==> src/hw/rtl/ias_pkg.sv <==
// Shared types and constants for the IAS-style accumulator machine.
package ias_pkg;

  localparam int WORD_W     = 40;
  localparam int ADDR_W     = 12;
  localparam int OP_W       = 8;
  localparam int HALF_W     = 20;
  localparam int IN_DATA_W  = 56;
  localparam int OUT_DATA_W = 96;

  localparam logic [OP_W-1:0] OP_HALT       = 8'd0;
  localparam logic [OP_W-1:0] OP_LOAD       = 8'd1;
  localparam logic [OP_W-1:0] OP_LOAD_NEG   = 8'd2;
  localparam logic [OP_W-1:0] OP_LOAD_ABS   = 8'd3;
  localparam logic [OP_W-1:0] OP_LOAD_NABS  = 8'd4;
  localparam logic [OP_W-1:0] OP_ADD        = 8'd5;
  localparam logic [OP_W-1:0] OP_SUB        = 8'd6;
  localparam logic [OP_W-1:0] OP_ADD_ABS    = 8'd7;
  localparam logic [OP_W-1:0] OP_SUB_ABS    = 8'd8;
  localparam logic [OP_W-1:0] OP_LOAD_MQ    = 8'd9;
  localparam logic [OP_W-1:0] OP_AC_FROM_MQ = 8'd10;
  localparam logic [OP_W-1:0] OP_JUMP_LEFT  = 8'd13;
  localparam logic [OP_W-1:0] OP_JUMP_RIGHT = 8'd14;

  typedef struct packed {
    logic [WORD_W-1:0] acc;
    logic [WORD_W-1:0] mq;
    logic              halt;
    logic              jump;
    logic              right_only;
  } ias_exec_t;

endpackage

==> src/hw/rtl/ias_exec.sv <==
// Instruction execute unit: one shared adder for loads, negation, abs and add/sub.
module ias_exec import ias_pkg::*; (
  input  logic [OP_W-1:0]   opcode_i,
  input  logic [WORD_W-1:0] operand_i,
  input  logic [WORD_W-1:0] acc_i,
  input  logic [WORD_W-1:0] mq_i,
  output ias_exec_t         res_o
);

  logic              arith_en;
  logic              from_zero;
  logic              sub;
  logic              neg_m;
  logic [WORD_W-1:0] base;
  logic [WORD_W-1:0] sum;

  assign neg_m = operand_i[WORD_W-1];

  always_comb begin
    arith_en  = 1'b0;
    from_zero = 1'b0;
    sub       = 1'b0;
    case (opcode_i)
      OP_LOAD:      begin arith_en = 1'b1; from_zero = 1'b1; end
      OP_LOAD_NEG:  begin arith_en = 1'b1; from_zero = 1'b1; sub = 1'b1; end
      OP_LOAD_ABS:  begin arith_en = 1'b1; from_zero = 1'b1; sub = neg_m; end
      OP_LOAD_NABS: begin arith_en = 1'b1; from_zero = 1'b1; sub = ~neg_m; end
      OP_ADD:       begin arith_en = 1'b1; end
      OP_SUB:       begin arith_en = 1'b1; sub = 1'b1; end
      OP_ADD_ABS:   begin arith_en = 1'b1; sub = neg_m; end
      OP_SUB_ABS:   begin arith_en = 1'b1; sub = ~neg_m; end
      default:      begin arith_en = 1'b0; end
    endcase
  end

  assign base = from_zero ? '0 : acc_i;
  assign sum  = base + (sub ? ~operand_i : operand_i) + {{(WORD_W-1){1'b0}}, sub};

  always_comb begin
    res_o.acc        = arith_en ? sum : acc_i;
    res_o.mq         = mq_i;
    res_o.halt       = 1'b0;
    res_o.jump       = 1'b0;
    res_o.right_only = 1'b0;
    case (opcode_i)
      OP_HALT:       res_o.halt = 1'b1;
      OP_LOAD_MQ:    res_o.mq = operand_i;
      OP_AC_FROM_MQ: res_o.acc = mq_i;
      OP_JUMP_LEFT:  res_o.jump = 1'b1;
      OP_JUMP_RIGHT: begin
        res_o.jump       = 1'b1;
        res_o.right_only = 1'b1;
      end
      default:       res_o.halt = 1'b0;
    endcase
  end

endmodule

==> config.mk <==
export PLATFORM = sky130hd
export DESIGN_NAME = ias_exec
export DESIGN_NICKNAME = d
export VERILOG_FILES = /design/src/hw/rtl/ias_pkg.sv /design/src/hw/rtl/ias_exec.sv
export SDC_FILE = /design/constraint.sdc
export NUM_CORES = 1
export LEC_CHECK = 0
export BUFFER_PORTS_ARGS = -buffer_cell sky130_fd_sc_hd__buf_4
export CORE_MARGIN = 5
export CORE_UTILIZATION = 29
export DETAILED_ROUTE_END_ITERATION = 7
export PLACE_DENSITY = 0.6
export SETUP_SLACK_MARGIN = 0.1
export SLEW_MARGIN = 20
export SYNTH_ARGS = -nofsm -noshare
export SYNTH_HDL_FRONTEND = slang
export SYNTH_SLANG_ARGS = --single-unit
==> constraint.sdc <==
create_clock -name vclk -period 13.3
set_clock_uncertainty 0.15 [all_clocks]
set_input_delay 3.99 -clock vclk [all_inputs]
set_output_delay 3.99 -clock vclk [all_outputs]
set_load 0.02 [all_outputs]
==> results.py, run 1 <==
metrics = {
    "synthesis": {
        "yosys_warnings": 0,
        "netlist_area_mm2": 0.00402,
        "yosysTopAreaCell": "xnor2_1",
        "yosys-top-cells-area": "xnor2_1, ha_1, mux2_2",
        "synthesis.nets": 760,
        "yosysUniqueCellTypes": 54,
        "avgSynthCellArea_um2": 6.78,
        "ys_seq_area_share_pct": 0,
        "synth_top_area_share_pct": 12.4,
        "synthCells": 593,
    },
    "floorplan": {
        "io-pin-count": 211,
        "die_x_um": 128,
        "die_y_um": 128,
        "fp-row-count": 43,
        "core_mm2": 0.0137,
        "dieArea_mm2": 0.0163,
        "start_util_pct": 29.3,
    },
    "final_layout": {
        "fin_util_pct": 41.7,
        "drive_gt1_share_pct": 35.6,
        "seq_cells": 0,
        "nClkBuffers": 0,
        "nets": 936,
        "regArea_um2": 0,
        "antennaDiodeCount": 0,
        "syn2layout_area_growth_pct": 42.3,
    },
    "placement": {
        "hpwl_um": 12300,
        "port-buffer-count": 211,
        "gp_congestion": 0.825,
    },
    "timing": {
        "finalCriticalPeriod_ns": 12.53,
        "tightestPinTransition_ns": 1.05,
        "grt_setup_unrepaired": "no",
        "tns_ns": 0,
        "setup_violations": 0,
        "slew_headroom_pct": 29.9,
        "post-route-period-util_pct": 94.2,
        "final_max_slew_viol_count": 0,
        "clock.fmax_mhz": 79.8,
        "hold_viol_final": 0,
    },
    "detailed_routing": {
        "vias_per_cell": 5.12,
        "drc": 0,
        "drt_iter0_drc": 210,
        "dr_total_vias": 4849,
        "wl_um": 15100,
        "postRouteAntennaNets": 0,
        "drtPass1Iterations": 4,
        "routedWlPerCell_um": 15.9,
    },
    "power_and_ir_drop": {
        "ir_worst_vdd_mv": 0.0164,
        "leakage_nw": 2.63,
        "p_total_uw": 238,
        "p_per_area_mw_per_mm2": 41.6,
    },
    "global_routing": {
        "grt_usage_pct": 17.0,
        "grt_pass1_wl_um": 23800,
        "grt_max_degree": 55,
        "grt_overflow_total": 0,
        "antenna_found_initial": 0,
        "grt_pass1_vias": 4923,
    },
    "worst_setup_path": {
        "cp-end-kind": "primary output",
        "worstPathMaxFanout": 25,
        "required_ns": 9.16,
        "critical_path_class": "input port to primary output",
        "cp-start-kind": "input port",
        "critPathArrivalTime_ns": 8.39,
    },
    "cts": {
        "cts_setup_buffers": 0,
        "hold_buffers": 0,
        "post_cts_resized": 0,
    },
    "min_path": {
        "holdCritPathClass": "input port to primary output",
    },
    "flow_run": {
        "drv_cap": 0,
    },
    "outcome": {
        "outcome": "finished clean",
    },
}
worst max-delay path, stage by stage:
cell and delay [ns]:
buf_4 0.12, nor4_4 0.48, nand4b_1 0.18, buf_4 0.23
buf_4 0.23, and2_1 0.18, ha_1 0.38, a21o_1 0.23
a31o_2 0.22, a211o_1 0.27, o221ai_1 0.25, o21a_1 0.17
a21oi_1 0.08, a2111oi_0 0.71, a21oi_1 0.18, xnor2_1 0.16
o21ai_0 0.14, buf_4 0.18
cell usage in the layout (no fill, tap or decap), types with 7 or more instances in the layout:
master	n
nor2_1	54
and2_1	39
buf_4	216
ha_1	38
xor2_1	18
mux2_2	40
o21ai_0	40
nand2_1	48
a21oi_1	66
nand4_1	9
nor3_1	10
nand3_1	9
inv_1	7
a22oi_1	12
a21o_1	20
xnor2_1	57
logic make-up after synthesis:
logic type,count (synthesis),synth area share [%]
buf+inv,49,4.57
simple gates,196,24.4
fa+ha+maj,39,12.3
mux,42,11.7
compound gates,192,30.6
xor+xnor,75,16.3
layout make-up:
| type | instances | area [um2] |
|---|---|---|
| repair buffers | 216 | 1620 |
| well taps | 180 | 225 |
| multi-input cells | 544 | 3850 |
| inverters | 7 | 26.3 |
| fillers | 1456 | 8000 |
final timing paths:
check,start,to,slack [ns],cells past startpoint
setup / recovery,opcode_i[7],res_o[81],0.77,18
hold / removal,mq_i[0],res_o[43],8.14,3
through the flow:
stage / hold WS (ns) / worst slack, ns / cell area, um2 / cells
2_1_floorplan: 7.99 / 0.746 / 4020 / 593
3_3_place_gp: 8.14 / 0.819 / 5720 / 947
3_5_place_dp: 8.14 / 0.777 / 5720 / 947
4_1_cts: 8.14 / 0.733 / 5720 / 947
5_1_grt: 8.17 / 0.236 / 5720 / 947
6_report: 8.14 / 0.768 / 5720 / 947
synth_stat cells (3+ instances only):
cell type / instances
a21oi_1: 66
xnor2_1: 57
nor2_1: 54
nand2_1: 50
mux2_2: 40
o21ai_0: 40
and2_1: 39
ha_1: 38
clkbuf_1: 37
a21o_1: 20
xor2_1: 18
a22oi_1: 12
nor3_1: 11
nand3_1: 9
nand4_1: 9
inv_1: 7
a31oi_1: 6
nand2b_1: 6
o21a_1: 6
buf_1: 5
or3_1: 5
o21bai_1: 4
o31ai_1: 4
a211oi_1: 3
o21ai_1: 3
o22ai_1: 3
o41ai_1: 3
power by group:
part	switching (mW)	total (mW)	internal (mW)
combinational	0.125	0.238	0.113
clock	0	0	0
sequential	0	0	0
total	0.125	0.238	0.113
routing by layer:
layer / track usage [%] / share of wire, %
met4: 1.50 / 0.52
met3: 2.29 / 6.3
met2: 30.7 / 48
met5: 0 / 0
met1: 22.3 / 45
(Power assumes the default switching activity.)
==> inputs of run 2 (changes only) <==
BUFFER_PORTS_ARGS = default   (was -buffer_cell sky130_fd_sc_hd__buf_4)
DONT_BUFFER_PORTS = 1   (was default)
PLACE_DENSITY = 0.47   (was 0.6)
SLEW_MARGIN = default   (was 20)
==> run 2 against run 1 <==
Maximum frequency shrank 1.1%. Total power shrank 23%. Worst hold slack lost 0.21 ns. Die area is the same. Highest routed layer unchanged. Critical path depth shrank 1. Combinational power shrank 23%. Count of clock-buffer cells in the layout is the same. Utilization shrank 11 points. Largest power group unchanged. Wire length shrank 8.3%.
==> results.py, run 2 (synthesized netlist as in run 1, its figures left out) <==
metrics = {
    "final_layout": {
        "nClkBuffers": 0,
        "fillerInstances": 1534,
        "final_common_cell": "a21oi_1",
        "drive_gt1_share_pct": 12.7,
        "fin_util_pct": 30.7,
        "syn2layout_area_growth_pct": 4.76,
        "antennaDiodeCount": 0,
        "final_cell_mix": "a21oi_1, xnor2_1, nor2_1",
        "seq_cells": 0,
        "nets": 735,
        "regArea_um2": 0,
        "fin_cells": 746,
    },
    "placement": {
        "port-buffer-count": 0,
        "gp_congestion": 0.849,
        "dp.cells": 746,
        "hpwl_um": 11100,
        "place_ws_ns": 0.746,
    },
    "cts": {
        "hold_buffers": 0,
        "post_cts_resized": 0,
        "cts_setup_buffers": 0,
    },
    "floorplan": {
        "core_mm2": 0.0137,
        "die_y_um": 128,
        "die_x_um": 128,
        "io-pin-count": 211,
        "fp-row-count": 43,
        "start_util_pct": 29.3,
        "dieArea_mm2": 0.0163,
    },
    "detailed_routing": {
        "dr_total_vias": 4156,
        "postRouteAntennaNets": 0,
        "drt_iter0_drc": 236,
        "wl_um": 13800,
        "drtPass1Iterations": 6,
        "routedWlPerCell_um": 18.5,
        "vias_per_cell": 5.57,
        "drc": 0,
    },
    "power_and_ir_drop": {
        "intPower_uw": 74.2,
        "leakage_nw": 1.66,
        "ir_worst_vdd_mv": 0.0134,
        "p_seq_share_pct": 0,
        "p_per_area_mw_per_mm2": 43.5,
        "p_sw_uw": 109,
        "power_switching_share_pct": 59.5,
        "p_comb_share_pct": 100.0,
        "p_total_uw": 183,
        "clkPwrFrac_pct": 0,
    },
    "timing": {
        "tightestPinTransition_ns": 1.04,
        "finalCriticalPeriod_ns": 12.68,
        "fin_ws_ns": 0.623,
        "grt_setup_unrepaired": "no",
        "clock.fmax_mhz": 78.9,
        "final_max_slew_viol_count": 0,
        "hold_viol_final": 0,
        "slew_headroom_pct": 30.4,
        "post-route-period-util_pct": 95.3,
        "setup_violations": 0,
        "tns_ns": 0,
    },
    "flow_run": {
        "drv_cap": 0,
    },
    "worst_setup_path": {
        "worstPathMaxFanout": 22,
        "required_ns": 9.16,
        "cp-end-kind": "primary output",
        "critPathArrivalTime_ns": 8.54,
        "cp-start-kind": "input port",
        "critical_path_class": "input port to primary output",
    },
    "min_path": {
        "holdCritPathClass": "input port to primary output",
        "min-delay-start": "opcode_i[3]",
        "hold_end": "res_o[2]",
        "hold-path-cell-count": 1,
    },
    "global_routing": {
        "grt_pass1_vias": 4185,
        "grt_usage_pct": 15.4,
        "antenna_found_initial": 0,
        "grt_max_degree": 55,
        "grt_overflow_total": 0,
        "grt_pass1_wl_um": 21400,
    },
    "outcome": {
        "outcome": "finished clean",
    },
}
run 2: critical path: stages:
cell       delay [ns]
or3_1            0.47
o22ai_1          0.21
nand2_2          0.10
buf_4            0.29
xnor2_1          0.17
ha_1             0.37
a21oi_1          0.18
nor2_1           0.06
o41ai_1          0.49
a2111oi_0        0.28
o21ai_0          0.44
a21oi_1          0.12
a2111oi_0        0.69
a21oi_1          0.18
xnor2_1          0.16
o21ai_0          0.14
buf_4            0.18
run 2: through the flow:
step | hold WS [ns] | area, um2
floorplan | 7.99 | 4020
global placement | 7.93 | 4210
detailed placement | 7.93 | 4210
CTS | 7.93 | 4210
global route | 7.93 | 4210
finish | 7.93 | 4210
run 2: worst max path at each step:
stage | startpoint | slack, ns | end
after global routing | opcode_i[7] | 0.33 | res_o[81]
after global placement | opcode_i[0] | 0.70 | res_o[81]
after detailed placement | opcode_i[0] | 0.75 | res_o[81]
final | opcode_i[0] | 0.62 | res_o[81]
after floorplan | opcode_i[0] | 0.75 | res_o[81]
after CTS | opcode_i[0] | 0.69 | res_o[81]
run 2: area by class of cell:
class | count | area [um2] | area share [%]
multi-input cells | 544 | 3850 | 91.4
repair buffers | 15 | 113 | 2.67
inverters | 7 | 26.3 | 0.624
well taps | 180 | 225 | 5.34
run 2: power groups by stage:
stage	clock, mW	combinational (mW)	sequential, mW
floorplan	0	0.151	0
global placement	0	0.182	0
detailed placement	0	0.182	0
CTS	0	0.183	0
global route	0	0.202	0
finish	0	0.183	0
run 2: routing by layer:
| layer | wire length (um) | GRT usage (%) | vias up |
|---|---|---|---|
| met5 | 0 | 0 | - |
| met4 | 95 | 0.999 | 0 |
| met3 | 1110 | 1.67 | 8 |
| met2 | 6470 | 27.1 | 177 |
| met1 | 6150 | 21.2 | 1878 |
| li1 | - | - | 2093 |
==> inputs of run 3 (changes only) <==
CORE_MARGIN = 2   (was 5)
==> run 3 against run 2 <==
Final cell count decreased by 0.13%. Critical path depth is the same. Global-route usage up 1.2 points. Design area shrank 0.18%. Largest power group unchanged. Die area shrank 9.2%. Flip-flop and latch count stayed put. Setup slack better by 0.12 ns. First-iteration DRC count is 2.5% lower. Utilization is 0.055 points lower.
==> results.py, run 3 (synthesized netlist as in run 1, its figures left out) <==
metrics = {
    "placement": {
        "place_area_mm2": 0.00421,
        "gp_congestion": 0.830,
        "port-buffer-count": 0,
        "hpwl_um": 10500,
    },
    "global_routing": {
        "antenna_found_initial": 0,
        "grt_busiest_layer": "met2",
        "met2_usage_pct": 29.3,
        "use_met1_pct": 22.9,
        "grt_max_degree": 55,
        "grt_pass1_wl_um": 20300,
        "grt_overflow_total": 0,
        "grt_pass1_vias": 4068,
        "grt_usage_pct": 16.6,
        "grt_use_met3_pct": 1.45,
    },
    "detailed_routing": {
        "drt_iter0_drc": 230,
        "drtPass1Iterations": 4,
        "vias_per_cell": 5.59,
        "postRouteAntennaNets": 0,
        "drc": 0,
        "dr_total_vias": 4164,
        "wl_um": 13200,
        "routedWlPerCell_um": 17.7,
    },
    "worst_setup_path": {
        "cp-start-kind": "input port",
        "critical_path_class": "input port to primary output",
        "cpMaxStageDelayCell": "a2111oi_0",
        "critPathArrivalTime_ns": 8.42,
        "required_ns": 9.16,
        "cpPeakStageDelay_ns": 0.66,
        "crit_start": "opcode_i[0]",
        "path_cells": "or3_1, o22ai_1, nand2_2, buf_4, xnor2_1, ha_1, a21oi_1, nor2_1, o41ai_1, a2111oi_0, o21ai_0, a21oi_1, a2111oi_0, a21oi_1, xnor2_1, o21ai_0, buf_4",
        "cp_common_cell": "a21oi_1",
        "worstPathMaxFanout": 22,
        "crit_end": "res_o[81]",
        "cp-end-kind": "primary output",
    },
    "timing": {
        "tns_ns": 0,
        "tightestPinTransition_ns": 1.09,
        "hold_viol_final": 0,
        "grt_setup_unrepaired": "no",
        "setup_violations": 0,
        "clock.fmax_mhz": 79.6,
        "finalCriticalPeriod_ns": 12.56,
        "final_max_slew_viol_count": 0,
        "hold_slack_ns": 7.93,
        "post-route-period-util_pct": 94.4,
        "slew_headroom_pct": 27.2,
    },
    "final_layout": {
        "drive_gt1_share_pct": 12.6,
        "final_common_cell": "a21oi_1",
        "final_cell_mix": "a21oi_1, xnor2_1, nor2_1",
        "syn2layout_area_growth_pct": 4.57,
        "antennaDiodeCount": 0,
        "seq_cells": 0,
        "nets": 734,
        "design_area_mm2": 0.00421,
        "nClkBuffers": 0,
        "regArea_um2": 0,
        "fin_util_pct": 30.7,
    },
    "floorplan": {
        "start_util_pct": 29.3,
        "die_x_um": 122,
        "die_y_um": 122,
        "core_mm2": 0.0137,
        "fp-row-count": 43,
        "dieArea_mm2": 0.0148,
        "io-pin-count": 211,
    },
    "min_path": {
        "holdCritPathClass": "input port to primary output",
        "min-delay-start": "opcode_i[3]",
    },
    "cts": {
        "post_cts_resized": 0,
        "hold_buffers": 0,
        "cts_setup_buffers": 0,
    },
    "power_and_ir_drop": {
        "leakage_nw": 1.65,
        "p_total_uw": 183,
        "p_per_area_mw_per_mm2": 43.5,
        "ir_worst_vdd_mv": 0.0148,
    },
    "outcome": {
        "outcome": "finished clean",
    },
    "flow_run": {
        "drv_cap": 0,
    },
}
-- run 3: cell count changes in the layout (fill, tap and decap cells not counted), sizes merged --
cell and change:
buf -1
-- run 3: layout make-up --
class / count / area [um2]
Tap cell: 180 / 225
Fill cell: 1515 / 9510
Inverter: 7 / 26.3
Timing Repair Buffer: 14 / 105
Multi-Input combinational cell: 544 / 3850
-- run 3: worst min-delay path by stage --
stage	endpoint	slack (ns)	depth (start not counted)
after floorplan	res_o[0]	7.99	2
after global placement	res_o[2]	7.93	1
after detailed placement	res_o[2]	7.93	1
after CTS	res_o[2]	7.93	1
after global routing	res_o[2]	7.93	1
final	res_o[2]	7.93	1
-- run 3: per-layer routing --
metal	share of wire, %	routed length (um)
met1	47	6230
met2	46	6090
met3	5.6	736
met4	0.71	93
met5	0	0
-- run 3: through the flow --
| step | std cells | setup slack [ns] |
|---|---|---|
| after floorplan | 593 | 0.746 |
| after global placement | 745 | 0.695 |
| after detailed placement | 745 | 0.788 |
| after CTS | 745 | 0.764 |
| after global routing | 745 | 0.348 |
| final | 745 | 0.738 |
-- run 3: report_power, final --
| part | internal (mW) | leakage [nW] | switching (mW) | total (mW) |
|---|---|---|---|---|
| clock network | 0 | 0 | 0 | 0 |
| logic | 0.0742 | 1.65 | 0.109 | 0.183 |
| registers | 0 | 0 | 0 | 0 |
| total | 0.0742 | 1.65 | 0.109 | 0.183 |
-- run 3: worst max-delay path: cells and delay by family --
family	cells	cell delay (ns)
and+or+nand+nor	3	0.64
buffers and inverters	2	0.47
xor gates and xnor gates	2	0.32
adders and majority gates	1	0.37
AOI/OAI and AO/OA	9	2.60
